File: src/hw/rtl/ftppc_pkg.sv
// Shared types and constants for the FTP PORT command parser.
// No dependencies; used by every module of the parser.
package ftppc_pkg;

  localparam int unsigned PositionBitsDef = 16;

  localparam logic [7:0] ChrP     = 8'h70;
  localparam logic [7:0] ChrO     = 8'h6F;
  localparam logic [7:0] ChrR     = 8'h72;
  localparam logic [7:0] ChrT     = 8'h74;
  localparam logic [7:0] ChrSpace = 8'h20;
  localparam logic [7:0] ChrComma = 8'h2C;
  localparam logic [7:0] ChrCr    = 8'h0D;
  localparam logic [7:0] ChrLf    = 8'h0A;
  localparam logic [7:0] ChrZero  = 8'h30;
  localparam logic [7:0] ChrNine  = 8'h39;
  localparam logic [7:0] CaseBit  = 8'h20;

  localparam logic [2:0] LastNumIdx = 3'd5;

  typedef struct packed {
    logic [7:0] payload_byte;
    logic       is_last;
  } in_word_t;

  typedef struct packed {
    logic        is_port_command;
    logic [31:0] data_address;
    logic [15:0] data_port;
    logic [15:0] argument_offset;
    logic [15:0] argument_length;
  } result_t;

endpackage

File: src/hw/rtl/ftppc_in_stage.sv
// Input register of the FTP PORT command parser.
// Depends on ftppc_pkg for the input word type.
module ftppc_in_stage (
  input  logic               clk_i,
  input  logic               rst_ni,
  input  logic               valid_i,
  output logic               ready_o,
  input  ftppc_pkg::in_word_t word_i,
  input  logic               take_i,
  output logic               valid_o,
  output ftppc_pkg::in_word_t word_o
);

  logic               valid_q;
  logic               valid_d;
  ftppc_pkg::in_word_t word_q;

  assign ready_o = !valid_q || take_i;
  assign valid_d = (valid_i && ready_o) ? 1'b1 : (take_i ? 1'b0 : valid_q);

  always_ff @(posedge clk_i or negedge rst_ni) begin
    if (!rst_ni) begin
      valid_q <= 1'b0;
    end else begin
      valid_q <= valid_d;
    end
  end

  always_ff @(posedge clk_i) begin
    if (valid_i && ready_o) begin
      word_q <= word_i;
    end
  end

  assign valid_o = valid_q;
  assign word_o  = word_q;

endmodule

File: src/hw/rtl/ftppc_parse.sv
// Parser state and per-byte next-state logic of the FTP PORT command parser.
// Depends on ftppc_pkg for character constants and the result type.
module ftppc_parse #(
  parameter int unsigned POSITION_BITS = ftppc_pkg::PositionBitsDef
) (
  input  logic                clk_i,
  input  logic                rst_ni,
  input  logic                take_i,
  input  ftppc_pkg::in_word_t word_i,
  output logic                res_valid_o,
  output ftppc_pkg::result_t  res_o
);

  localparam logic [3:0] PhP    = 4'd0;
  localparam logic [3:0] PhO    = 4'd1;
  localparam logic [3:0] PhR    = 4'd2;
  localparam logic [3:0] PhT    = 4'd3;
  localparam logic [3:0] PhSp   = 4'd4;
  localparam logic [3:0] PhSkip = 4'd5;
  localparam logic [3:0] PhNum  = 4'd6;
  localparam logic [3:0] PhDone = 4'd7;
  localparam logic [3:0] PhFail = 4'd8;

  localparam logic [POSITION_BITS-1:0] PosMax = '1;

  logic [3:0]               phase_q, phase_d;
  logic [POSITION_BITS-1:0] pos_q, pos_d;
  logic [POSITION_BITS-1:0] arg_q, arg_d;
  logic [2:0]               idx_q, idx_d;
  logic [8:0]               cur_q, cur_d;
  logic [47:0]              asm_q, asm_d;

  logic [7:0]  b;
  logic [7:0]  lc;
  logic        is_digit;
  logic        is_term;
  logic        num_ctx;
  logic [11:0] num_calc;
  logic [POSITION_BITS-1:0] len_full;
  logic [31:0] arg_wide;
  logic [31:0] len_wide;
  logic        ok;

  assign b        = word_i.payload_byte;
  assign lc       = b | ftppc_pkg::CaseBit;
  assign is_digit = (b >= ftppc_pkg::ChrZero) && (b <= ftppc_pkg::ChrNine);
  assign is_term  = (b == ftppc_pkg::ChrCr) || (b == ftppc_pkg::ChrLf);
  assign num_calc = {3'b000, cur_q} * 12'd10 + {8'h00, b[3:0]};
  assign num_ctx  = (phase_q == PhNum) ||
                    ((phase_q == PhSkip) && (b != ftppc_pkg::ChrSpace));

  always_comb begin
    phase_d = phase_q;
    arg_d   = arg_q;
    idx_d   = idx_q;
    cur_d   = cur_q;
    asm_d   = asm_q;
    case (phase_q)
      PhP:    phase_d = (lc == ftppc_pkg::ChrP) ? PhO : PhFail;
      PhO:    phase_d = (lc == ftppc_pkg::ChrO) ? PhR : PhFail;
      PhR:    phase_d = (lc == ftppc_pkg::ChrR) ? PhT : PhFail;
      PhT:    phase_d = (lc == ftppc_pkg::ChrT) ? PhSp : PhFail;
      PhSp:   phase_d = (b == ftppc_pkg::ChrSpace) ? PhSkip : PhFail;
      PhSkip: begin
        if (num_ctx) begin
          arg_d   = pos_q;
          phase_d = PhNum;
        end
      end
      PhNum:  phase_d = PhNum;
      PhDone: phase_d = PhDone;
      default: phase_d = PhFail;
    endcase
    if (num_ctx) begin
      if (is_digit) begin
        cur_d = num_calc[8:0];
        if (num_calc >= 12'd256) begin
          phase_d = PhFail;
        end
      end else if (b == ftppc_pkg::ChrComma) begin
        if (idx_q >= ftppc_pkg::LastNumIdx) begin
          phase_d = PhFail;
        end else begin
          asm_d = {asm_q[39:0], cur_q[7:0]};
          cur_d = 9'd0;
          idx_d = idx_q + 3'd1;
        end
      end else if (is_term && (idx_q == ftppc_pkg::LastNumIdx)) begin
        asm_d   = {asm_q[39:0], cur_q[7:0]};
        cur_d   = 9'd0;
        phase_d = PhDone;
      end else begin
        phase_d = PhFail;
      end
    end
    pos_d = pos_q;
    if ((phase_d != PhDone) && (pos_q != PosMax)) begin
      pos_d = pos_q + 1'b1;
    end
  end

  assign ok       = (phase_d == PhDone);
  assign len_full = pos_d - arg_d;
  assign arg_wide = 32'(arg_d);
  assign len_wide = 32'(len_full);

  assign res_valid_o           = take_i && word_i.is_last;
  assign res_o.is_port_command = ok;
  assign res_o.data_address    = ok ? asm_d[47:16] : 32'd0;
  assign res_o.data_port       = ok ? asm_d[15:0] : 16'd0;
  assign res_o.argument_offset = ok ? arg_wide[15:0] : 16'd0;
  assign res_o.argument_length = ok ? len_wide[15:0] : 16'd0;

  always_ff @(posedge clk_i or negedge rst_ni) begin
    if (!rst_ni) begin
      phase_q <= PhP;
      pos_q   <= '0;
      arg_q   <= '0;
      idx_q   <= 3'd0;
      cur_q   <= 9'd0;
      asm_q   <= 48'd0;
    end else if (take_i) begin
      if (word_i.is_last) begin
        phase_q <= PhP;
        pos_q   <= '0;
        arg_q   <= '0;
        idx_q   <= 3'd0;
        cur_q   <= 9'd0;
        asm_q   <= 48'd0;
      end else begin
        phase_q <= phase_d;
        pos_q   <= pos_d;
        arg_q   <= arg_d;
        idx_q   <= idx_d;
        cur_q   <= cur_d;
        asm_q   <= asm_d;
      end
    end
  end

  a_frame_restart: assert property (@(posedge clk_i) disable iff (!rst_ni)
    take_i && word_i.is_last |=> phase_q == PhP && pos_q == '0)
    else $error("Parser did not restart after the last word of a payload.");

  a_pos_monotonic: assert property (@(posedge clk_i) disable iff (!rst_ni)
    !(take_i && word_i.is_last) |=> pos_q >= $past(pos_q))
    else $error("Byte position moved backward within a payload.");

  a_done_index: assert property (@(posedge clk_i) disable iff (!rst_ni)
    phase_q == PhDone |-> idx_q == ftppc_pkg::LastNumIdx)
    else $error("Command completed before the sixth number.");

  a_arg_bound: assert property (@(posedge clk_i) disable iff (!rst_ni)
    phase_q == PhNum || phase_q == PhDone |-> arg_q <= pos_q)
    else $error("Argument start lies beyond the byte position.");

endmodule

File: src/hw/rtl/ftppc_out_stage.sv
// Result register of the FTP PORT command parser.
// Depends on ftppc_pkg for the result type.
module ftppc_out_stage (
  input  logic               clk_i,
  input  logic               rst_ni,
  input  logic               load_i,
  input  ftppc_pkg::result_t res_i,
  output logic               free_o,
  output logic               valid_o,
  input  logic               ready_i,
  output ftppc_pkg::result_t res_o
);

  logic               valid_q;
  logic               valid_d;
  ftppc_pkg::result_t res_q;

  assign free_o  = !valid_q || ready_i;
  assign valid_d = load_i ? 1'b1 : (ready_i ? 1'b0 : valid_q);

  always_ff @(posedge clk_i or negedge rst_ni) begin
    if (!rst_ni) begin
      valid_q <= 1'b0;
    end else begin
      valid_q <= valid_d;
    end
  end

  always_ff @(posedge clk_i) begin
    if (load_i) begin
      res_q <= res_i;
    end
  end

  assign valid_o = valid_q;
  assign res_o   = res_q;

endmodule

File: src/hw/rtl/ftp_port_command_parser.sv
// FTP PORT command parser top level: input register, parser, result register.
// The result of a payload is formed as its last word leaves the input register and is then held in the result register.
// Throughput: one word per cycle, except while a last word waits for the result register.
// A last word waits in the input register only while the result register is full.
// Reset clears the handshake state and returns the parser to the start of a payload.
// Depends on ftppc_pkg, ftppc_in_stage, ftppc_parse and ftppc_out_stage.
module ftp_port_command_parser #(
  parameter int unsigned POSITION_BITS = ftppc_pkg::PositionBitsDef
) (
  input  logic        clk_i,
  input  logic        rst_ni,
  input  logic        s_axis_tvalid_i,
  output logic        s_axis_tready_o,
  // [7:0] payload_byte
  input  logic [7:0]  s_axis_tdata_i,
  input  logic        s_axis_tlast_i,
  output logic        m_axis_tvalid_o,
  input  logic        m_axis_tready_i,
  // [31:0] data_address, [47:32] data_port, [63:48] argument_offset,
  // [79:64] argument_length
  output logic [79:0] m_axis_tdata_o,
  // [0] is_port_command
  output logic        m_axis_tuser_o
);

  ftppc_pkg::in_word_t in_word;
  ftppc_pkg::in_word_t stage_word;
  ftppc_pkg::result_t  parse_res;
  ftppc_pkg::result_t  out_res;
  logic                stage_valid;
  logic                take;
  logic                out_free;
  logic                res_valid;

  assign in_word.payload_byte = s_axis_tdata_i;
  assign in_word.is_last      = s_axis_tlast_i;

  assign take = stage_valid && (!stage_word.is_last || out_free);

  ftppc_in_stage u_in_stage (
    .clk_i   (clk_i),
    .rst_ni  (rst_ni),
    .valid_i (s_axis_tvalid_i),
    .ready_o (s_axis_tready_o),
    .word_i  (in_word),
    .take_i  (take),
    .valid_o (stage_valid),
    .word_o  (stage_word)
  );

  ftppc_parse #(
    .POSITION_BITS (POSITION_BITS)
  ) u_parse (
    .clk_i       (clk_i),
    .rst_ni      (rst_ni),
    .take_i      (take),
    .word_i      (stage_word),
    .res_valid_o (res_valid),
    .res_o       (parse_res)
  );

  ftppc_out_stage u_out_stage (
    .clk_i   (clk_i),
    .rst_ni  (rst_ni),
    .load_i  (res_valid),
    .res_i   (parse_res),
    .free_o  (out_free),
    .valid_o (m_axis_tvalid_o),
    .ready_i (m_axis_tready_i),
    .res_o   (out_res)
  );

  assign m_axis_tdata_o = {out_res.argument_length, out_res.argument_offset,
                           out_res.data_port, out_res.data_address};
  assign m_axis_tuser_o = out_res.is_port_command;

endmodule
File: config.mk
export PLATFORM = sky130hd
export DESIGN_NAME = ftp_port_command_parser
export DESIGN_NICKNAME = d
export VERILOG_FILES = /design/src/hw/rtl/ftppc_pkg.sv /design/src/hw/rtl/ftppc_in_stage.sv /design/src/hw/rtl/ftppc_parse.sv /design/src/hw/rtl/ftppc_out_stage.sv /design/src/hw/rtl/ftp_port_command_parser.sv
export SDC_FILE = /design/constraint.sdc
export NUM_CORES = 1
export LEC_CHECK = 0
export ABC_AREA = 0
export BUFFER_PORTS_ARGS = -buffer_cell sky130_fd_sc_hd__buf_2
export CORE_MARGIN = 3
export CORE_UTILIZATION = 30
export CTS_BUF_LIST = sky130_fd_sc_hd__clkbuf_8
export CTS_CLUSTER_SIZE = 25
export DETAILED_ROUTE_END_ITERATION = 8
export PLACE_DENSITY = 0.51
export SYNTH_ARGS = -nofsm -noshare
export SYNTH_HDL_FRONTEND = slang
export SYNTH_SLANG_ARGS = --single-unit
File: constraint.sdc
create_clock -name clk_i -period 7.4 [get_ports clk_i]
set_clock_uncertainty 0.05 [all_clocks]
set_input_delay 1.48 -clock clk_i [delete_from_list [all_inputs] [get_ports clk_i]]
set_output_delay 1.48 -clock clk_i [all_outputs]
set_load 0.02 [all_outputs]
# Yosys cells after proc, flatten, opt, wreduce, memory -nomap -nowiden
# Cells that the tools add are included.
[totals]
ff_bits = 188
in_bits = 13
output_inout_bits = 83
wordCells = 110
[classes]
n_addsub = 4
mul = 1
order_cmp = 4
n_eq_ne = 23
muxes = 40
reduce_logical = 23
[op_table]
columns = ["op", "n"]
rows = [
  ["$mux W48", 6],
  ["$mux W16", 5],
  ["$mux W9", 6],
  ["$mux W4", 13],
  ["$pmux W4 S8", 1],
  ["$eq A7 B6 Y1 const B", 4],
  ["$eq A4 B3 Y1 const B", 5],
  ["$add A16 B1 Y16 const B", 1],
  ["$eq A8 B4 Y1 const B", 2],
  ["$eq A8 B6 Y1 const B", 2],
  ["$ne A16 B16 Y1 const B", 1],
  ["$sub A16 B16 Y16", 1],
  ["$mux W3", 5],
  ["$add A12 B4 Y12", 1],
  ["$ge A12 B9 Y1 const B", 1],
  ["$mul A9 B3 Y11 const B", 1],
  ["$eq A4 B2 Y1 const B", 2],
  ["$ge A8 B6 Y1 const B", 1],
  ["$le A8 B6 Y1 const B", 1],
  ["$ne A4 B3 Y1 const B", 2],
  ["$ne A8 B6 Y1 const B", 1],
  ["$reduce_bool A2 Y1", 4],
  ["$logic_and A1 B1 Y1", 7],
  ["$logic_or A1 B1 Y1", 5],
  ["other kinds (11)", 17],
]

# Longest topological paths before layout
[logic_depth]
word_depth = 13
mapped_depth = 25
ltp_nobuf = 23

# Cells and area by module
# Synthesis repeated with hierarchy kept, for this count alone.
[hier_totals]
cells_unflattened = 958
hier_area_um2 = 10077.2
[by_module_without_submodules]
columns = ["module", "n_inst", "cells_per_inst", "area_each_um2", "seq_area_each_um2"]
rows = [
  ["ftppc_parse", 1, 859, 7262.0, 2402.3],
  ["ftppc_out_stage", 1, 84, 2479.9, 2457.4],
  ["ftppc_in_stage", 1, 13, 324.1, 295.3],
  ["ftp_port_command_parser", 1, 2, 11.3, 0.0],
]

# Worst setup path after synthesis
# No wires, ideal clock.
[synth_path]
path_type = "register to register"
from = "register u_parse.cur_q[1]"
to = "register u_out_stage.res_q (netlist bit u_out_stage.res_o[14]), data pin"
setup_time_ns = 0.261
arrival_ns = 5.108
required_ns = 7.089
setup_slack_ns = 1.981
stages_incl_launch_ff = 26
n_path_buf = 2
period_less_slack_ns = 5.419
cell_sequence = "dfrtp_1 -> ha_1 -> ha_1 -> inv_1 -> fa_1 -> nand2b_1 -> a2111oi_0 -> a211o_1 -> a211o_1 -> a31oi_1 -> a31o_1 -> buf_2 -> a21oi_4 -> buf_6 -> xnor2_1 -> ha_1 -> fa_1 -> nor2b_1 -> o21ai_0 -> a21boi_0 -> o2111ai_1 -> a21boi_0 -> o311ai_0 -> a21boi_0 -> o21ai_0 -> o311a_1"
[synth_via]
elab_chain_cells = 10
elab_cells_between_ends = 11
classes_between = "add/sub (2); mul (1); order compare (1); eq/ne (2); mux (4); reduce/logical (1)"
[synth_lines]
columns = ["element", "line", "rtl"]
rows = [
  ["start: declaration", "ftppc_parse.sv:30", "logic [8:0] cur_q, cur_d;"],
  ["start signal: assignment", "ftppc_parse.sv:135", "cur_q <= cur_d;"],
  ["$mul A9 B3 Y11 *", "ftppc_parse.sv:48", "assign num_calc = {3'b000, cur_q} * 12'd10 + {8'h00, b[3:0]};"],
  ["$add A12 B4 Y12 *", "ftppc_parse.sv:48", ""],
  ["$ge A12 B9 Y1 *", "ftppc_parse.sv:77", "if (num_calc >= 12'd256) begin"],
  ["$mux W4 *", "ftppc_parse.sv:77", ""],
  ["$mux W4 *", "ftppc_parse.sv:75", "if (is_digit) begin"],
  ["$mux W4 *", "ftppc_parse.sv:74", "if (num_ctx) begin"],
  ["$ne A4 B3 Y1", "ftppc_parse.sv:97", "if ((phase_d != PhDone) && (pos_q != PosMax)) begin"],
  ["$logic_and A1 B1 Y1", "ftppc_parse.sv:97", ""],
  ["$mux W16", "ftppc_parse.sv:97", ""],
  ["$sub A16 B16 Y16", "ftppc_parse.sv:103", "assign len_full = pos_d - arg_d;"],
  ["end signal: assignment", "ftppc_out_stage.sv:31", "res_q <= res_i;"],
  ["end: declaration", "ftppc_out_stage.sv:16", "ftppc_pkg::result_t res_q;"],
]
# Mark *: on every way between the ends. The rest lies on a longest branch, timed or not.
# A chain may end at the register's enable or synchronous reset.

# Final worst setup path
# Ends and elaborated chain as after synthesis.

==> results.cfg <==
[power]
power_density_nw_per_um2 = 196
p_int_mw = 1.49
power_frac_comb = 0.136
p_switching_mw = 0.634
p_sw_frac = 0.298
share_seq_of_total_power = 0.550
clkPwrFrac = 0.314
vdd_drop_max_mv = 0.0963
leakage_nw = 4.36

[logic_synthesis]
syn_inst = 894
ys_async_sr_fraction = 0.521
ys_ff_latch = 188
synth_fp_nets = 945
ys_seq_area_frac = 0.537
ys_top_cells_by_area = edfxtp_1, dfrtp_1, nand2_1, a22o_1, ha_1
ys.flop_type = dfrtp_1
netlist_area_sq_um = 9600
synth_edf_count = 90
synth_area_per_cell_sq_um = 10.7
synth.top_cell.area_share = 0.282
ys_warn_count = 0
yosys.area.top_type = edfxtp_1
synth_cell_types = 84

[sta]
finalCriticalPeriod_ps = 6410
tightest_slew_ps = 1190
holdWs_ps = 436
tns_ps = 0
rsz0062_at_grt = false
fmax_ghz = 0.156
finalHoldViolCount = 0
max-slew-margin-rel = 0.205
drv_slew = 0
fin_crit_sh = 0.867
setup_viol = 0

[clock_tree]
h-tree-depth = 4
cts_hold_buf = 0
path_clk_slew_ps = 110
cts_buffers = 17
cts-root-buf = clkbuf_8
clk_latency_ps = 480
cts_tree = built
post-cts-setup-buffers = 0
cts_sinks = 188
cts_resized = 0
cts_max_path_buffers = 2

[layout]
design_area_sq_um = 10800
stdcell_count = 1376
nets = 1018
drive_gt1_frac = 0.168
nFillCells = 3156
areaGrowthSynthToFinish_pct = 13.0
diodes = 0
regArea_sq_um = 5150
multi_input_area_sq_um = 4150

[floorplanning]
die_area_sq_um = 34200
start_util = 0.309
core_sq_um = 31100
die_w_um = 185
io-pin-count = 96
fp-row-count = 64
die_h_um = 185

[worst_hold_path]
hp-class = register to register
min_from = u_parse.arg_q[7]$_DFFE_PN0P_

[placed_design]
hpwl_um = 15600
placed_area_sq_um = 10500
place.gp.congestion = 0.837
port-buffer-count = 95
placed_cells = 1344

[global_route]
grt_pass1_vias = 6958
grt_pass1_wl_um = 38700
grt_max_degree = 77
grt_overflow_total = 0
grt_usage = 0.141
antenna_found_initial = 0

[setup_path]
cp_slowest_cell = a2111oi_0
crit_path_start_kind = register
critPathRequiredTime_ps = 7580
reg2reg_from = u_parse.cur_q[1]$_DFFE_PN0P_
end_kind = register
worstPathArrival_ps = 6600
worstSetupPathType = register to register
slowest_delay_ps = 550
crit_start = u_parse.cur_q[1]$_DFFE_PN0P_
cp_cell_sequence = ha_1, ha_1, inv_1, fa_1, nand2b_1, a2111oi_0, a211oi_1, nand4_1, a31oi_1, a31o_1, a21oi_4, xnor2_1, ha_1, fa_1, nor2b_1, o21ai_0, a21boi_0, o2111ai_1, a21boi_0, o311ai_0, a21boi_0, o21ai_0, o311a_1
worst-path-max-fanout = 16

[routing]
dr.first_iter.drc_count = 594
viasPerCell = 5.10
routed_wl_um = 23200
postRouteAntennaNets = 0
routedWlPerCell_um = 16.8
drc = 0
firstDrtPassIters = 5
num_vias = 7012

[status]
status = finished, final reports clean

[flow_run]
drv_cap = 0
-- logic make-up after synthesis --
group	after synthesis	synth area share
AND/OR/NAND/NOR	298	0.153
adder cells (fa/ha/maj)	38	0.0519
flip-flops	188	0.537
AO/OA/AOI/OAI	244	0.177
XOR/XNOR	30	0.0274
multiplexers	19	0.0201
buffers and inverters	77	0.0330
-- stage by stage --
stage	util	total power, mW	worst slack (ps)
after floorplan	-	1.40	1980
after detailed placement	0.336	1.49	1180
after global placement	0.336	1.49	1250
after CTS	0.349	2.16	1100
final	0.349	2.13	987
after global routing	0.349	2.25	318
-- power by group through the flow --
stage                     logic [mW]  registers [mW]  clock network [mW]
final                          0.290            1.17               0.668
after global routing           0.329            1.18               0.742
after CTS                      0.293            1.17               0.697
after detailed placement       0.292            1.19                   0
after global placement         0.293            1.19                   0
after floorplan                0.178            1.22                   0
-- metal layers --
| metal | GRT usage | wire length (um) | part of all wire |
|---|---|---|---|
| met5 | 0 | 0 | 0 |
| met4 | 0.0336 | 238 | 0.010 |
| met3 | 0.0240 | 717 | 0.031 |
| met2 | 0.212 | 10300 | 0.44 |
| met1 | 0.213 | 11900 | 0.51 |
-- worst paths after layout --
check                                                       to  slack [ps]  depth (start not counted)
max in group asynchronous         u_parse.pos_q[1]$_DFFE_PN0P_        5140                          2
max                        u_out_stage.res_o[14]$_SDFFCE_PN0P_         990                         23
max reg2reg                u_out_stage.res_o[14]$_SDFFCE_PN0P_         990                         23
min in group asynchronous         u_parse.asm_q[0]$_DFFE_PN0P_         820                          1
min reg2reg                       u_parse.arg_q[7]$_DFFE_PN0P_         440                          2
min                               u_parse.arg_q[7]$_DFFE_PN0P_         440                          2
-- layout make-up --
type | instances | area share
sequential | 188 | 0.475
multi-input combinational | 629 | 0.383
timing repair buffer | 104 | 0.0503
tap | 396 | 0.0457
clock buffer | 17 | 0.0216
clock inverter | 15 | 0.0150
inverter | 27 | 0.00946
-- critical path, delay by kind of cell (launching register included) --
kind / cells / cell delay [ps]
xor gates and xnor gates: 1 / 120
buffers and inverters: 1 / 60
and+or+nand+nor: 3 / 470
AOI/OAI and AO/OA: 13 / 3520
DFF: 1 / 470
adders and majority gates: 5 / 1490
-- cells in the final DEF, fill, tap and decap left out, types with 4 or more instances in the layout --
| cell | count |
|---|---|
| a211oi_1 | 5 |
| clkbuf_8 | 17 |
| nor3b_1 | 7 |
| nor2b_1 | 7 |
| nand2b_1 | 5 |
| a31oi_1 | 7 |
| xnor2_1 | 16 |
| nand3_1 | 14 |
| o21ai_1 | 7 |
| a22o_1 | 60 |
| or4_1 | 5 |
| mux2i_1 | 17 |
| a21o_1 | 7 |
| nor3_1 | 10 |
| clkinv_8 | 5 |
| a21boi_0 | 5 |
| buf_4 | 10 |
| dfrtp_1 | 98 |
| o22ai_1 | 4 |
| nor2_1 | 53 |
| nand2_1 | 143 |
| a21oi_1 | 66 |
| buf_2 | 94 |
| o21ai_0 | 42 |
| ha_1 | 35 |
| nand4_1 | 6 |
| nor4_1 | 5 |
| xor2_1 | 14 |
| and3_1 | 7 |
| edfxtp_1 | 90 |
| inv_1 | 27 |
-- cell usage after synthesis, types with 4 or more instances --
master    count
and3_1        7
nor4_1        5
nor2_1       55
a211oi_1      5
mux2i_1      17
a21boi_0      5
o21ai_1       8
buf_2        10
ha_1         35
clkbuf_1     36
xor2_1       14
a21oi_1      66
inv_1        27
o21ai_0      42
dfrtp_1      98
xnor2_1      16
nor3b_1       7
nand2b_1      5
or4_1         5
nor2b_1       7
edfxtp_1     90
a21o_1        7
nand4_1       6
nor3_1       11
a31oi_1       7
a22o_1       60
nand2_1     143
o22ai_1       4
nand3_1      14
-- flip-flops by register name (all words and copies together), names as in the netlist --
signal	cells
u_out_stage.res_o	81
u_parse.asm_q	48
u_parse.arg_q	16
u_parse.pos_q	16
u_in_stage.word_o	9
u_parse.cur_q	9
u_parse.phase_q	4
u_parse.idx_q	3
u_in_stage.valid_o	1
u_out_stage.valid_o	1
No activity file was read; power rests on OpenSTA's default activity.
